<file path="src/design/bgrc_pkg.sv">
// bgrc_pkg: shared types and constants for the greedy rectangle cover core
// cell codes, stream field widths, memory control and result structures
// no dependencies
`timescale 1ns / 1ps
`default_nettype none

package bgrc_pkg;

  // fixed field widths of the stream payloads
  localparam int COL_W       = 5;
  localparam int ROW_W       = 6;
  localparam int IN_TDATA_W  = 16;
  localparam int OUT_TDATA_W = 24;

  // cell codes held in the grid memory
  localparam logic [1:0] CELL_EMPTY   = 2'd0;
  localparam logic [1:0] CELL_FILLED  = 2'd1;
  localparam logic [1:0] CELL_COVERED = 2'd2;

  // request kinds carried on in_tuser
  localparam logic ACT_LOAD    = 1'b0;
  localparam logic ACT_REQUEST = 1'b1;

  // grid memory access control
  typedef struct packed {
    logic       en;
    logic       we;
    logic [1:0] wdata;
  } mem_ctl_t;

  // one rectangle result
  typedef struct packed {
    logic             found;
    logic [COL_W-1:0] col;
    logic [ROW_W-1:0] row;
    logic [COL_W-1:0] cols;
    logic [ROW_W-1:0] rows;
  } result_t;

endpackage

`default_nettype wire

</file>
<file path="src/design/bgrc_grid_mem.sv">
// bgrc_grid_mem: single-port cell grid memory, two bits per cell
// read data registered; uses bgrc_pkg for the control structure
`timescale 1ns / 1ps
`default_nettype none

module bgrc_grid_mem #(
  parameter int DEPTH = 1008,
  parameter int AW    = 10
) (
  input  wire                 clk,
  input  bgrc_pkg::mem_ctl_t  ctl,
  input  wire logic [AW-1:0]  addr,
  output logic [1:0]          rdata
);

  logic [1:0] mem_r [DEPTH];
  logic [1:0] rdata_r;

  // one access per cycle: write or registered read
  always_ff @(posedge clk) begin
    if (ctl.en) begin
      if (ctl.we) begin
        mem_r[addr] <= ctl.wdata;
      end else begin
        rdata_r <= mem_r[addr];
      end
    end
  end

  assign rdata = rdata_r;

endmodule

`default_nettype wire

</file>
<file path="src/design/bgrc_seq.sv">
// bgrc_seq: sequencer for load, scan and rectangle growth over the grid memory
// one shared address unit (col * rows + row) drives every access but the clearing pass; uses bgrc_pkg
`timescale 1ns / 1ps
`default_nettype none

module bgrc_seq #(
  parameter int GRID_COLS = 28,
  parameter int GRID_ROWS = 36
) (
  input  wire                            clk,
  input  wire                            rst_n,
  input  wire                            in_tvalid,
  output logic                           in_tready,
  input  wire                            in_action,
  input  wire logic [bgrc_pkg::COL_W-1:0] in_col,
  input  wire logic [bgrc_pkg::ROW_W-1:0] in_row,
  input  wire                            in_on,
  output bgrc_pkg::mem_ctl_t             mem_ctl,
  output logic [$clog2(GRID_COLS*GRID_ROWS)-1:0] mem_addr,
  input  wire logic [1:0]                mem_rdata,
  output bgrc_pkg::result_t              res,
  output logic                           res_valid,
  input  wire                            res_taken
);

  localparam int DEPTH = GRID_COLS * GRID_ROWS;
  localparam int AW    = $clog2(DEPTH);
  localparam int CW    = $clog2(GRID_COLS + 1);
  localparam int RW    = $clog2(GRID_ROWS + 1);

  localparam logic [CW-1:0] COLS_C    = CW'(GRID_COLS);
  localparam logic [RW-1:0] ROWS_C    = RW'(GRID_ROWS);
  localparam logic [RW-1:0] LAST_ROW  = RW'(GRID_ROWS - 1);
  localparam logic [AW-1:0] LAST_ADDR = AW'(DEPTH - 1);

  typedef enum logic [13:0] {
    ST_CLEAR  = 14'b00000000000001,
    ST_IDLE   = 14'b00000000000010,
    ST_SCAN   = 14'b00000000000100,
    ST_START  = 14'b00000000001000,
    ST_ROUND  = 14'b00000000010000,
    ST_RTEST  = 14'b00000000100000,
    ST_CTEST  = 14'b00000001000000,
    ST_RMARK  = 14'b00000010000000,
    ST_CMARK  = 14'b00000100000000,
    ST_CRN_RD = 14'b00001000000000,
    ST_CRN_WR = 14'b00010000000000,
    ST_STEP   = 14'b00100000000000,
    ST_FIN    = 14'b01000000000000,
    ST_DONE   = 14'b10000000000000
  } state_t;

  state_t            state_r, state_nxt;
  logic [AW-1:0]     clr_r, clr_nxt;
  logic [CW-1:0]     ptc_r, ptc_nxt;
  logic [RW-1:0]     ptr_r, ptr_nxt;
  logic [CW-1:0]     qc_r, qc_nxt;
  logic [RW-1:0]     qr_r, qr_nxt;
  logic              pend_r, pend_nxt;
  logic [CW-1:0]     c0_r, c0_nxt;
  logic [RW-1:0]     r0_r, r0_nxt;
  logic [CW-1:0]     x_r, x_nxt;
  logic [RW-1:0]     y_r, y_nxt;
  logic              xq_r, xq_nxt;
  logic              yq_r, yq_nxt;
  bgrc_pkg::result_t res_r, res_nxt;

  logic          in_accept;
  logic          load_in_range;
  logic [CW-1:0] addr_col;
  logic [RW-1:0] addr_row;
  logic          rd_empty;
  logic          rd_filled;
  logic [CW-1:0] x_step;
  logic [RW-1:0] y_step;
  logic [CW-1:0] width;
  logic [RW-1:0] height;

  assign in_tready     = (state_r == ST_IDLE);
  assign in_accept     = in_tvalid && in_tready;
  assign load_in_range = (32'(in_col) < GRID_COLS) && (32'(in_row) < GRID_ROWS);
  assign rd_empty      = (mem_rdata == bgrc_pkg::CELL_EMPTY);
  assign rd_filled     = (mem_rdata == bgrc_pkg::CELL_FILLED);
  assign x_step        = xq_r ? x_r : x_r + 1'b1;
  assign y_step        = yq_r ? y_r : y_r + 1'b1;
  assign width         = x_r - c0_r;
  assign height        = y_r - r0_r;
  assign res           = res_r;
  assign res_valid     = (state_r == ST_DONE);

  // shared address unit: load coordinates while idle, walk pointer otherwise; clearing uses clr_r
  always_comb begin
    if (state_r == ST_IDLE) begin
      addr_col = CW'(in_col);
      addr_row = RW'(in_row);
    end else begin
      addr_col = ptc_r;
      addr_row = ptr_r;
    end
    if (state_r == ST_CLEAR) begin
      mem_addr = clr_r;
    end else begin
      mem_addr = AW'(addr_col) * AW'(GRID_ROWS) + AW'(addr_row);
    end
  end

  // sequencer
  always_comb begin
    state_nxt = state_r;
    clr_nxt   = clr_r;
    ptc_nxt   = ptc_r;
    ptr_nxt   = ptr_r;
    qc_nxt    = qc_r;
    qr_nxt    = qr_r;
    pend_nxt  = pend_r;
    c0_nxt    = c0_r;
    r0_nxt    = r0_r;
    x_nxt     = x_r;
    y_nxt     = y_r;
    xq_nxt    = xq_r;
    yq_nxt    = yq_r;
    res_nxt   = res_r;
    mem_ctl   = '0;

    case (state_r)
      // wipe the grid to empty after reset
      ST_CLEAR: begin
        mem_ctl.en    = 1'b1;
        mem_ctl.we    = 1'b1;
        mem_ctl.wdata = bgrc_pkg::CELL_EMPTY;
        if (clr_r == LAST_ADDR) begin
          state_nxt = ST_IDLE;
        end else begin
          clr_nxt = clr_r + 1'b1;
        end
      end

      // take loads in place, start a scan on a rectangle request
      ST_IDLE: begin
        if (in_accept) begin
          if (in_action == bgrc_pkg::ACT_REQUEST) begin
            state_nxt = ST_SCAN;
            ptc_nxt   = '0;
            ptr_nxt   = '0;
            pend_nxt  = 1'b0;
          end else if (load_in_range) begin
            mem_ctl.en    = 1'b1;
            mem_ctl.we    = 1'b1;
            mem_ctl.wdata = in_on ? bgrc_pkg::CELL_FILLED : bgrc_pkg::CELL_EMPTY;
          end
        end
      end

      // column-major search for the first filled cell, one read a cycle
      ST_SCAN: begin
        if (pend_r && rd_filled) begin
          c0_nxt    = qc_r;
          r0_nxt    = qr_r;
          ptc_nxt   = qc_r;
          ptr_nxt   = qr_r;
          pend_nxt  = 1'b0;
          state_nxt = ST_START;
        end else if (ptc_r < COLS_C) begin
          mem_ctl.en = 1'b1;
          qc_nxt     = ptc_r;
          qr_nxt     = ptr_r;
          pend_nxt   = 1'b1;
          if (ptr_r == LAST_ROW) begin
            ptr_nxt = '0;
            ptc_nxt = ptc_r + 1'b1;
          end else begin
            ptr_nxt = ptr_r + 1'b1;
          end
        end else begin
          pend_nxt  = 1'b0;
          res_nxt   = '0;
          state_nxt = ST_DONE;
        end
      end

      // cover the start cell and set up the growth bounds
      ST_START: begin
        mem_ctl.en    = 1'b1;
        mem_ctl.we    = 1'b1;
        mem_ctl.wdata = bgrc_pkg::CELL_COVERED;
        x_nxt         = c0_r + 1'b1;
        y_nxt         = r0_r + 1'b1;
        xq_nxt        = ((c0_r + 1'b1) == COLS_C);
        yq_nxt        = ((r0_r + 1'b1) == ROWS_C);
        state_nxt     = ST_ROUND;
      end

      // loop test of one growth round
      ST_ROUND: begin
        if ((!xq_r || !yq_r) && (x_r > c0_r) && (y_r > r0_r)) begin
          pend_nxt = 1'b0;
          if (!yq_r) begin
            state_nxt = ST_RTEST;
            ptc_nxt   = c0_r;
            ptr_nxt   = y_r;
          end else begin
            state_nxt = ST_CTEST;
            ptc_nxt   = x_r;
            ptr_nxt   = r0_r;
          end
        end else begin
          state_nxt = ST_FIN;
        end
      end

      // row edge test: cells c0..x-1 of row y, stop on an empty cell
      ST_RTEST: begin
        if ((pend_r && rd_empty) || !(ptc_r < x_r)) begin
          pend_nxt = 1'b0;
          if (pend_r && rd_empty) begin
            yq_nxt = 1'b1;
            y_nxt  = y_r - 1'b1;
          end
          if (!xq_r) begin
            state_nxt = ST_CTEST;
            ptc_nxt   = x_r;
            ptr_nxt   = r0_r;
          end else if (!(pend_r && rd_empty)) begin
            state_nxt = ST_RMARK;
            ptc_nxt   = c0_r;
            ptr_nxt   = y_r;
          end else begin
            state_nxt = ST_STEP;
          end
        end else begin
          mem_ctl.en = 1'b1;
          ptc_nxt    = ptc_r + 1'b1;
          pend_nxt   = 1'b1;
        end
      end

      // column edge test: cells r0..y-1 of column x, stop on an empty cell
      ST_CTEST: begin
        if ((pend_r && rd_empty) || !(ptr_r < y_r)) begin
          pend_nxt = 1'b0;
          if (pend_r && rd_empty) begin
            xq_nxt = 1'b1;
            x_nxt  = x_r - 1'b1;
          end
          if (!yq_r) begin
            state_nxt = ST_RMARK;
            ptc_nxt   = c0_r;
            ptr_nxt   = y_r;
          end else if (!(pend_r && rd_empty)) begin
            state_nxt = ST_CMARK;
            ptc_nxt   = x_r;
            ptr_nxt   = r0_r;
          end else begin
            state_nxt = ST_STEP;
          end
        end else begin
          mem_ctl.en = 1'b1;
          ptr_nxt    = ptr_r + 1'b1;
          pend_nxt   = 1'b1;
        end
      end

      // cover the accepted row edge
      ST_RMARK: begin
        if (ptc_r < x_r) begin
          mem_ctl.en    = 1'b1;
          mem_ctl.we    = 1'b1;
          mem_ctl.wdata = bgrc_pkg::CELL_COVERED;
          ptc_nxt       = ptc_r + 1'b1;
        end else if (!xq_r) begin
          state_nxt = ST_CMARK;
          ptc_nxt   = x_r;
          ptr_nxt   = r0_r;
        end else begin
          state_nxt = ST_STEP;
        end
      end

      // cover the accepted column edge
      ST_CMARK: begin
        if (ptr_r < y_r) begin
          mem_ctl.en    = 1'b1;
          mem_ctl.we    = 1'b1;
          mem_ctl.wdata = bgrc_pkg::CELL_COVERED;
          ptr_nxt       = ptr_r + 1'b1;
        end else if (!yq_r) begin
          state_nxt = ST_CRN_RD;
          ptc_nxt   = x_r;
          ptr_nxt   = y_r;
        end else begin
          state_nxt = ST_STEP;
        end
      end

      // diagonal corner when both edges passed
      ST_CRN_RD: begin
        mem_ctl.en = 1'b1;
        state_nxt  = ST_CRN_WR;
      end

      ST_CRN_WR: begin
        if (!rd_empty) begin
          mem_ctl.en    = 1'b1;
          mem_ctl.we    = 1'b1;
          mem_ctl.wdata = bgrc_pkg::CELL_COVERED;
        end
        state_nxt = ST_STEP;
      end

      // advance the open sides, close a side at the grid border
      ST_STEP: begin
        x_nxt     = x_step;
        y_nxt     = y_step;
        xq_nxt    = xq_r || (x_step == COLS_C);
        yq_nxt    = yq_r || (y_step == ROWS_C);
        state_nxt = ST_ROUND;
      end

      // build the result, zero size reports not-found
      ST_FIN: begin
        if ((width != '0) && (height != '0)) begin
          res_nxt.found = 1'b1;
          res_nxt.col   = bgrc_pkg::COL_W'(c0_r);
          res_nxt.row   = bgrc_pkg::ROW_W'(r0_r);
          res_nxt.cols  = bgrc_pkg::COL_W'(width);
          res_nxt.rows  = bgrc_pkg::ROW_W'(height);
        end else begin
          res_nxt = '0;
        end
        state_nxt = ST_DONE;
      end

      // wait for the output register to take the result
      ST_DONE: begin
        if (res_taken) begin
          state_nxt = ST_IDLE;
        end
      end

      default: begin
        state_nxt = ST_IDLE;
      end
    endcase
  end

  always_ff @(posedge clk) begin
    if (!rst_n) begin
      state_r <= ST_CLEAR;
      clr_r   <= '0;
      pend_r  <= 1'b0;
    end else begin
      state_r <= state_nxt;
      clr_r   <= clr_nxt;
      pend_r  <= pend_nxt;
    end
  end

  always_ff @(posedge clk) begin
    ptc_r <= ptc_nxt;
    ptr_r <= ptr_nxt;
    qc_r  <= qc_nxt;
    qr_r  <= qr_nxt;
    c0_r  <= c0_nxt;
    r0_r  <= r0_nxt;
    x_r   <= x_nxt;
    y_r   <= y_nxt;
    xq_r  <= xq_nxt;
    yq_r  <= yq_nxt;
    res_r <= res_nxt;
  end

endmodule

`default_nettype wire

</file>
<file path="src/design/bitmap_greedy_rectangle_cover_core.sv">
// Greedy rectangle cover core.
// in_*: one request per item. in_tuser = 0 loads one pixel into the cell grid,
//   in_tuser = 1 asks for the next rectangle. out_*: one result per rectangle
//   request, none per load.
// Loads are taken back to back while idle.
// A rectangle request scans the cells column by column up to and including
//   the first filled cell, then grows the rectangle round by round, testing
//   and covering edge cells. Every cell access goes through the single port
//   of the grid memory. With no filled cell the result reports not-found.
// in_tready is low while a request is worked on; the result lands in an
//   output register, and loads are taken again while it waits there.
// After reset the grid is cleared to empty one cell a cycle, all
//   GRID_COLS*GRID_ROWS cells (1008 at the defaults); in_tready stays low
//   until the clearing pass ends.
// If the receiver stalls, the result holds in the output register and the
//   next request waits at the end of its work until the register frees.
`timescale 1ns / 1ps
`default_nettype none

module bitmap_greedy_rectangle_cover_core #(
  parameter int GRID_COLS = 28,
  parameter int GRID_ROWS = 36
) (
  input  wire                                     clk,
  input  wire                                     rst_n,
  input  wire                                     in_tvalid,
  output logic                                    in_tready,
  // pixel_col[4:0], pixel_row[10:5], pixel_on[11], zero[15:12]
  input  wire logic [bgrc_pkg::IN_TDATA_W-1:0]    in_tdata,
  // action[0]
  input  wire logic                               in_tuser,
  output logic                                    out_tvalid,
  input  wire                                     out_tready,
  // rect_col[4:0], rect_row[10:5], rect_cols[15:11], rect_rows[21:16], zero[23:22]
  output logic [bgrc_pkg::OUT_TDATA_W-1:0]        out_tdata,
  // found[0]
  output logic                                    out_tuser
);

  localparam int DEPTH = GRID_COLS * GRID_ROWS;
  localparam int AW    = $clog2(DEPTH);

  bgrc_pkg::mem_ctl_t mem_ctl;
  logic [AW-1:0]      mem_addr;
  logic [1:0]         mem_rdata;
  bgrc_pkg::result_t  res;
  logic               res_valid;
  logic               res_taken;

  logic                              out_tvalid_r, out_tvalid_nxt;
  logic [bgrc_pkg::OUT_TDATA_W-1:0]  out_tdata_r, out_tdata_nxt;
  logic                              out_tuser_r, out_tuser_nxt;

  // sequencer
  bgrc_seq #(
    .GRID_COLS (GRID_COLS),
    .GRID_ROWS (GRID_ROWS)
  ) u_seq (
    .clk       (clk),
    .rst_n     (rst_n),
    .in_tvalid (in_tvalid),
    .in_tready (in_tready),
    .in_action (in_tuser),
    .in_col    (in_tdata[4:0]),
    .in_row    (in_tdata[10:5]),
    .in_on     (in_tdata[11]),
    .mem_ctl   (mem_ctl),
    .mem_addr  (mem_addr),
    .mem_rdata (mem_rdata),
    .res       (res),
    .res_valid (res_valid),
    .res_taken (res_taken)
  );

  // cell grid
  bgrc_grid_mem #(
    .DEPTH (DEPTH),
    .AW    (AW)
  ) u_grid (
    .clk   (clk),
    .ctl   (mem_ctl),
    .addr  (mem_addr),
    .rdata (mem_rdata)
  );

  // output register
  assign res_taken = res_valid && (!out_tvalid_r || out_tready);

  always_comb begin
    out_tvalid_nxt = out_tvalid_r;
    out_tdata_nxt  = out_tdata_r;
    out_tuser_nxt  = out_tuser_r;
    if (res_taken) begin
      out_tvalid_nxt = 1'b1;
      out_tdata_nxt  = {2'b00, res.rows, res.cols, res.row, res.col};
      out_tuser_nxt  = res.found;
    end else if (out_tready) begin
      out_tvalid_nxt = 1'b0;
    end
  end

  always_ff @(posedge clk) begin
    if (!rst_n) begin
      out_tvalid_r <= 1'b0;
    end else begin
      out_tvalid_r <= out_tvalid_nxt;
    end
  end

  always_ff @(posedge clk) begin
    out_tdata_r <= out_tdata_nxt;
    out_tuser_r <= out_tuser_nxt;
  end

  assign out_tvalid = out_tvalid_r;
  assign out_tdata  = out_tdata_r;
  assign out_tuser  = out_tuser_r;

endmodule

`default_nettype wire

</file>
<file path="config.mk">
export PLATFORM = sky130hd
export DESIGN_NAME = bitmap_greedy_rectangle_cover_core
export DESIGN_NICKNAME = d
export VERILOG_FILES = /design/src/design/bgrc_pkg.sv /design/src/design/bgrc_grid_mem.sv /design/src/design/bgrc_seq.sv /design/src/design/bitmap_greedy_rectangle_cover_core.sv
export SDC_FILE = /design/constraint.sdc
export NUM_CORES = 2
export LEC_CHECK = 0
export ABC_AREA = 0
export BUFFER_PORTS_ARGS = -buffer_cell sky130_fd_sc_hd__buf_2
export CAP_MARGIN = 20
export CORE_MARGIN = 5
export CORE_UTILIZATION = 45
export CTS_BUF_LIST = sky130_fd_sc_hd__clkbuf_8
export DETAILED_ROUTE_END_ITERATION = 16
export PLACE_DENSITY_LB_ADDON = 0.3
export SLEW_MARGIN = 40
export SYNTH_ARGS = -nofsm -noshare
export SYNTH_HDL_FRONTEND = slang
export SYNTH_SLANG_ARGS = --single-unit
export TNS_END_PERCENT = 50
</file>
<file path="constraint.sdc">
create_clock -name clk -period 20.4 [get_ports clk]
set_clock_uncertainty 0.2 [all_clocks]
set_input_delay 2.04 -clock clk [delete_from_list [all_inputs] [get_ports clk]]
set_output_delay 2.04 -clock clk [all_outputs]
set_load 0.1 [all_outputs]
</file>
[After elaboration in Yosys (flattened, before gate mapping)]
Memories as Yosys holds them, arrays and structs flattened. A register that Yosys moved wholly into a read port is not among the register bits.
Index checks and enable logic that the tools add are counted.
Word-level totals
  register bits: 118
  RAM bits: 2016
  input bits: 21
  output and inout bits: 27
  memories kept: 1
Cells by class
  $add $sub $neg: 12
  $mul: 1
  order comparisons: 7
  equal/unequal tests: 45
  multiplexer cells: 97
  bitwise logic cells: 3
  reductions and logical operators: 41
Memories
  u_grid.mem_r: depth 1008, width 2, read ports 1, clocked after Yosys merged registers in 1, wr ports 1, RTL line bgrc_grid_mem.sv:16  | logic [1:0] mem_r [DEPTH];
Operators by type and width (count)
  case mux 14 bit (13 select lines): 1
  2-to-1 mux 14 bit: 12
  2-to-1 mux 6 bit: 21
  2-to-1 mux 5 bit: 21
  2-to-1 mux 23 bit: 3
  2-to-1 mux 12 bit: 4
  case mux 23 bit (2 select lines): 1
  case mux 6 bit (7 select lines): 1
  case mux 5 bit (7 select lines): 1
  2-to-1 mux 4 bit: 6
  adder 6 x 1 -> 6 bit, second input constant: 3
  == test 6 bit, second input constant: 3
  != test 2 bit, second input constant: 9
  case mux 3 bit (6 select lines): 1
  case mux 6 bit (3 select lines): 1
  2-to-1 mux 1 bit: 16
  adder 5 x 1 -> 5 bit, second input constant: 3
  case mux 5 bit (3 select lines): 1
  == test 14 x 1 -> 1 bit, second input constant: 1
  == test 14 x 10 -> 1 bit, second input constant: 1
  == test 14 x 11 -> 1 bit, second input constant: 1
  == test 14 x 12 -> 1 bit, second input constant: 1
  == test 14 x 13 -> 1 bit, second input constant: 1
  == test 14 bit, second input constant: 1
  53 further kinds: 92

[Depth between registers and ports, before layout]
  word-level depth: 9
  depth in mapped cells: 25
  depth with buffers taken out: 21

[Cells and area by module]
Synthesis repeated with hierarchy kept, for this count alone.
Unflattened totals
  cell total of the unflattened synthesis: 5783
  area total of the unflattened synthesis: 89557.1 µm²
Modules (own cells, without submodules)
  bgrc_grid_mem: instances 1, cells each 5031, area each 81991.1 µm², sequential area each 60598.1 µm²
  bgrc_seq: instances 1, cells each 722, area each 6809.0 µm², sequential area each 2572.5 µm²
  bitmap_greedy_rectangle_cover_core: instances 1, cells each 30, area each 757.0 µm², sequential area each 710.7 µm²

[Worst setup path after synthesis]
OpenSTA, ideal clock, no wires.
  path kind: input-to-reg
  from: input port in_tdata[7] in the netlist's numbering
  to: memory u_grid.mem_r[0][0] (data pin)
  setup time: 2.840 ns
  data arrival time: 15.120 ns
  data required time: 17.360 ns
  slack: 2.240 ns
  stages on the path: 4
  path through: o31ai_1 > nand4b_1 > nor2_1 > and2_1
RTL lines
  start, declared: RTL line bitmap_greedy_rectangle_cover_core.sv:29  | input wire logic [bgrc_pkg::IN_TDATA_W-1:0] in_tdata,
  end, declared: RTL line bgrc_grid_mem.sv:16

[Worst setup path after layout]
  from: register u_seq.state_r[4]
  to: register u_grid.rdata_r[0], in the netlist u_grid.rdata[0], read port of u_grid.mem_r (data pin)
On the way
  cells in the longest elaborated chain, start to end: 6
  elaborated cells between the ends (all ways): 22
  those cells by class: add/sub (1); mul (1); eq/ne (10); mux (6); bitwise (1); reduce/logical (3)
Ends and longest elaborated chain
  start, declared: RTL line bgrc_seq.sv:53  | state_t state_r, state_nxt;
  start signal, assigned: RTL line bgrc_seq.sv:352  | state_r <= state_nxt;
  branches (longest 6 deep; another with adder 10 x 6 -> 10 bit)
  end, declared: RTL line bgrc_grid_mem.sv:17  | logic [1:0] rdata_r;
Several ways; the timed one is not identified.
A chain may end at the register's enable or synchronous reset.

==> metrics.md <==
| Metric | Value |
|---|---|
| Crit Path Max Fanout | `37` |
| CP most frequent cell | `nand2_1` |
| Die Ht | `444 um` |
| Worst path max stage delay | `0.69 ns` |
| Area leader, netlist | `edfxtp_1` |
| R2R depth | `22` |
| Routed via count | `56568` |
| Crit path time final | `8.71 ns` |
| Drt pass-1 iters | `9` |
| Die area | `0.198 sq mm` |
| Vias in the first global route | `54536` |
| Commonest non-fill, non-tap cell in the layout | `edfxtp_1` |
| Hold Path Cell Cnt | `0` |
| Family with the most delay on the worst path | `simple AND/OR/NAND/NOR gates` |
| Nets | `6020` |
| Peak VDD IR | `0.108 mV` |
| Yosys top cell area share | `74.6%` |
| Reg2reg end | `u_grid.rdata[0]` |
| Flops & latches, synth | `2136` |
| Lkg Pwr | `32.8 nW` |
| Largest net degree at the start of global routing | `226` |
| Startpoint Class | `register` |
| First-pass GRT wire length | `381 mm` |
| Flop2flop setup slack | `11.69 ns` |
| EDFF count, synth | `2110` |
| Total CTS buffers | `353` |
| Slew @ Worst Pin | `0.942 ns` |
| # resized after CTS | `0` |
| Hold Startpoint | `u_seq.res[8]` |
| Power Density | `104 mW/mm^2` |
| Routed wire per std cell | `30.9 um` |
| Later-pin clock latency in the skew report | `1.08 ns` |
| DR iter-0 viols | `9698` |
| CP bufs+invs | `4` |
| Status | `complete, no violations` |
| Mapped cell area | `0.0849 sq mm` |
| Fmax | `115 MHz` |
| Async SR Flop Fraction | `0%` |
| Initial Util | `45.2%` |
| Critical Path AT | `9.14 ns` |
| Hold slack final | `0.217 ns` |
| Max transition margin | `37.2%` |
| Area growth, synth to finish | `11.4%` |
| Most frequent cells in the layout | `edfxtp_1 (2110), nor2_1 (1101), a22oi_1 (626)` |
| WP data required | `20.83 ns` |
| IO Pins | `48` |
| Fillers | `15923` |
| DP Area | `0.0884 sq mm` |
| Worst R2R Start | `u_seq.state_r[4]` |
| Dominant synthesized flop cell | `edfxtp_1` |
| Post-DRT Antenna Nets | `0` |
| Setup CP Type | `register to register` |
| Final hold violation count | `0` |
| Max-cap viol count | `0` |
| Postcts setup bufs | `0` |
| Buffers added on ports | `41` |
| CP Cell Sequence | `or4_4 > nor3_2 > nand2_1 > inv_1 > nand2_1 > nand2_1 > ha_1 > inv_1 > fa_1 > xnor2_1 > nor3_1 > mux2_8 > buf_4 > buf_4 > a22oi_1 > a21oi_1 > a221oi_1 > nand4b_1 > o21ai_0 > a41oi_1 > a211oi_1 > nand4_1` |
| Total core area | `0.188 sq mm` |
| RSZ-0062 raised after global routing | `false` |
| Die width | `444 um` |
| Via-to-Cell Ratio | `6.50` |
| Slowest CP cell | `a211oi_1` |
| Terminating pin of the worst hold path | `out_tdata[13]` |
| Clk sink count | `2136` |
| Htree depth | `5` |
| Placed insts | `8093` |
| Area contributors post-synth | `edfxtp_1 (75%), a22oi_1 (5.5%), nor2_1 (5.0%)` |
| Routed wire length | `268 mm` |
| Gr ovfl total | `0` |
| Final Wtd Congestion | `0.886` |
| Fin crit share | `42.7%` |
| Post-Synthesis Cells | `5856` |
| Count of cell types in the netlist | `80` |
| Setup TNS Final | `0 ns` |
| DRC viols | `0` |
| Final Cell Area | `0.0946 sq mm` |
| Clk root buf | `clkbuf_8` |
| Worst Hold Class | `register to register` |
| Row Count | `159` |
| Sequential-to-total area share from yosys stat | `75.2%` |
| Final setup fails | `0` |
| Worst-path clk slew | `0.06 ns` |
| Worst Setup End Kind | `register` |
| Final slew viol count | `0` |
| CTS tree | `built` |
| DP Wirelength | `149 mm` |
| Pwr Total | `9.88 mW` |
| Synth warnings | `0` |
| Hold buffer count at CTS | `0` |
| Initial antenna violation count | `10` |
| Layout Cells excl Fill | `8701` |
| Total track usage | `26.4%` |
| Max Buffers Root-to-Sink | `4` |
| Share of cells above drive strength 1 | `12.1%` |
| Syn_area_per_cell | `14.5 sq um` |
## layer usage
layer,track usage (%),routed length [um],vias to the layer above
li1,-,-,23265
met1,35.7,98300,28287
met2,40.6,121000,4216
met3,6.64,36000,798
met4,11.8,13300,2
met5,0,13,-
## stage by stage
stage / util, % / worst slack [ns]
after CTS: 50.3 / 11.81
after floorplan: - / 2.24
after detailed placement: 47.1 / 11.82
after global placement: 46.9 / 11.72
final: 50.4 / 11.69
after global routing: 50.4 / 11.39
## flip-flops by register name (all words and copies together), names as in the netlist, 6 cells and up
| name | flops |
|---|---|
| u_grid.mem_r | 2016 |
| u_seq.res | 23 |
| out_tdata | 22 |
| u_seq.state_r | 14 |
| u_seq.clr_r | 10 |
| u_seq.ptr_r | 6 |
| u_seq.qr_r | 6 |
| u_seq.r0_r | 6 |
| u_seq.y_r | 6 |
## synthesized netlist by cell type (all sizes together) (8+ instances only)
master / instances
edfxtp: 2110
nor2: 1126
a22oi: 626
clkbuf: 323
nand2: 219
buf: 148
a22o: 113
a21oi: 109
a221oi: 97
nand3: 92
a222oi: 85
nand4: 72
a31oi: 65
o21ai: 54
o22ai: 49
nor3: 44
nor4: 39
ha: 37
inv: 37
and3: 31
dfxtp: 26
xnor2: 26
and2: 22
xor2: 22
or4: 20
a21o: 19
nor2b: 18
a211oi: 17
mux2i: 15
a2111oi: 13
a41oi: 13
nand2b: 13
or3: 12
o221ai: 11
mux2: 10
nor3b: 10
o2111ai: 10
o211ai: 10
a221o: 9
a41o: 8
## logic make-up (layout without fill, tap and decap cells)
family | after synthesis | after routing | share of synthesized area [%]
AOI/OAI and AO/OA | 1352 | 1352 | 12.1
xor gates and xnor gates | 48 | 48 | 0.495
adders and majority gates | 41 | 41 | 0.639
buffers and inverters | 508 | 844 | 2.41
DFF | 2136 | 2136 | 75.2
muxes | 25 | 25 | 0.323
other | 1 | 15 | 0.00442
and+or+nand+nor | 1745 | 1745 | 8.83
## power breakdown
| part | total (mW) | internal [mW] | switching, mW |
|---|---|---|---|
| combinational | 1.72 | 0.323 | 1.39 |
| sequential | 4.78 | 4.77 | 0.0113 |
| clock | 3.38 | 1.71 | 1.67 |
## final cells by class
cell class | instances | area [sq um] | share of cell area, %
Antenna cell | 13 | 32.5 | 0.0344
Clock buffer | 362 | 4980 | 5.27
Clock inverter | 228 | 1080 | 1.14
Inverter | 37 | 139 | 0.147
Multi-Input combinational cell | 3213 | 19600 | 20.7
Sequential cell | 2136 | 63900 | 67.5
Tap cell | 2495 | 3120 | 3.30
Timing Repair Buffer | 217 | 1800 | 1.91
## worst max-delay path by stage
stage | start | end | cells past startpoint
4_1_cts | u_seq.state_r[4] | u_grid.rdata[0] | 21
2_1_floorplan | in_tdata[7] | u_grid.mem_r[0][0] | 4
5_1_grt | u_seq.state_r[4] | u_grid.rdata[0] | 22
6_report | u_seq.state_r[4] | u_grid.rdata[0] | 22
3_3_place_gp | u_seq.state_r[10] | u_grid.rdata[0] | 21
3_5_place_dp | u_seq.state_r[4] | u_grid.rdata[0] | 21
No activity file was read; power rests on OpenSTA's default activity.
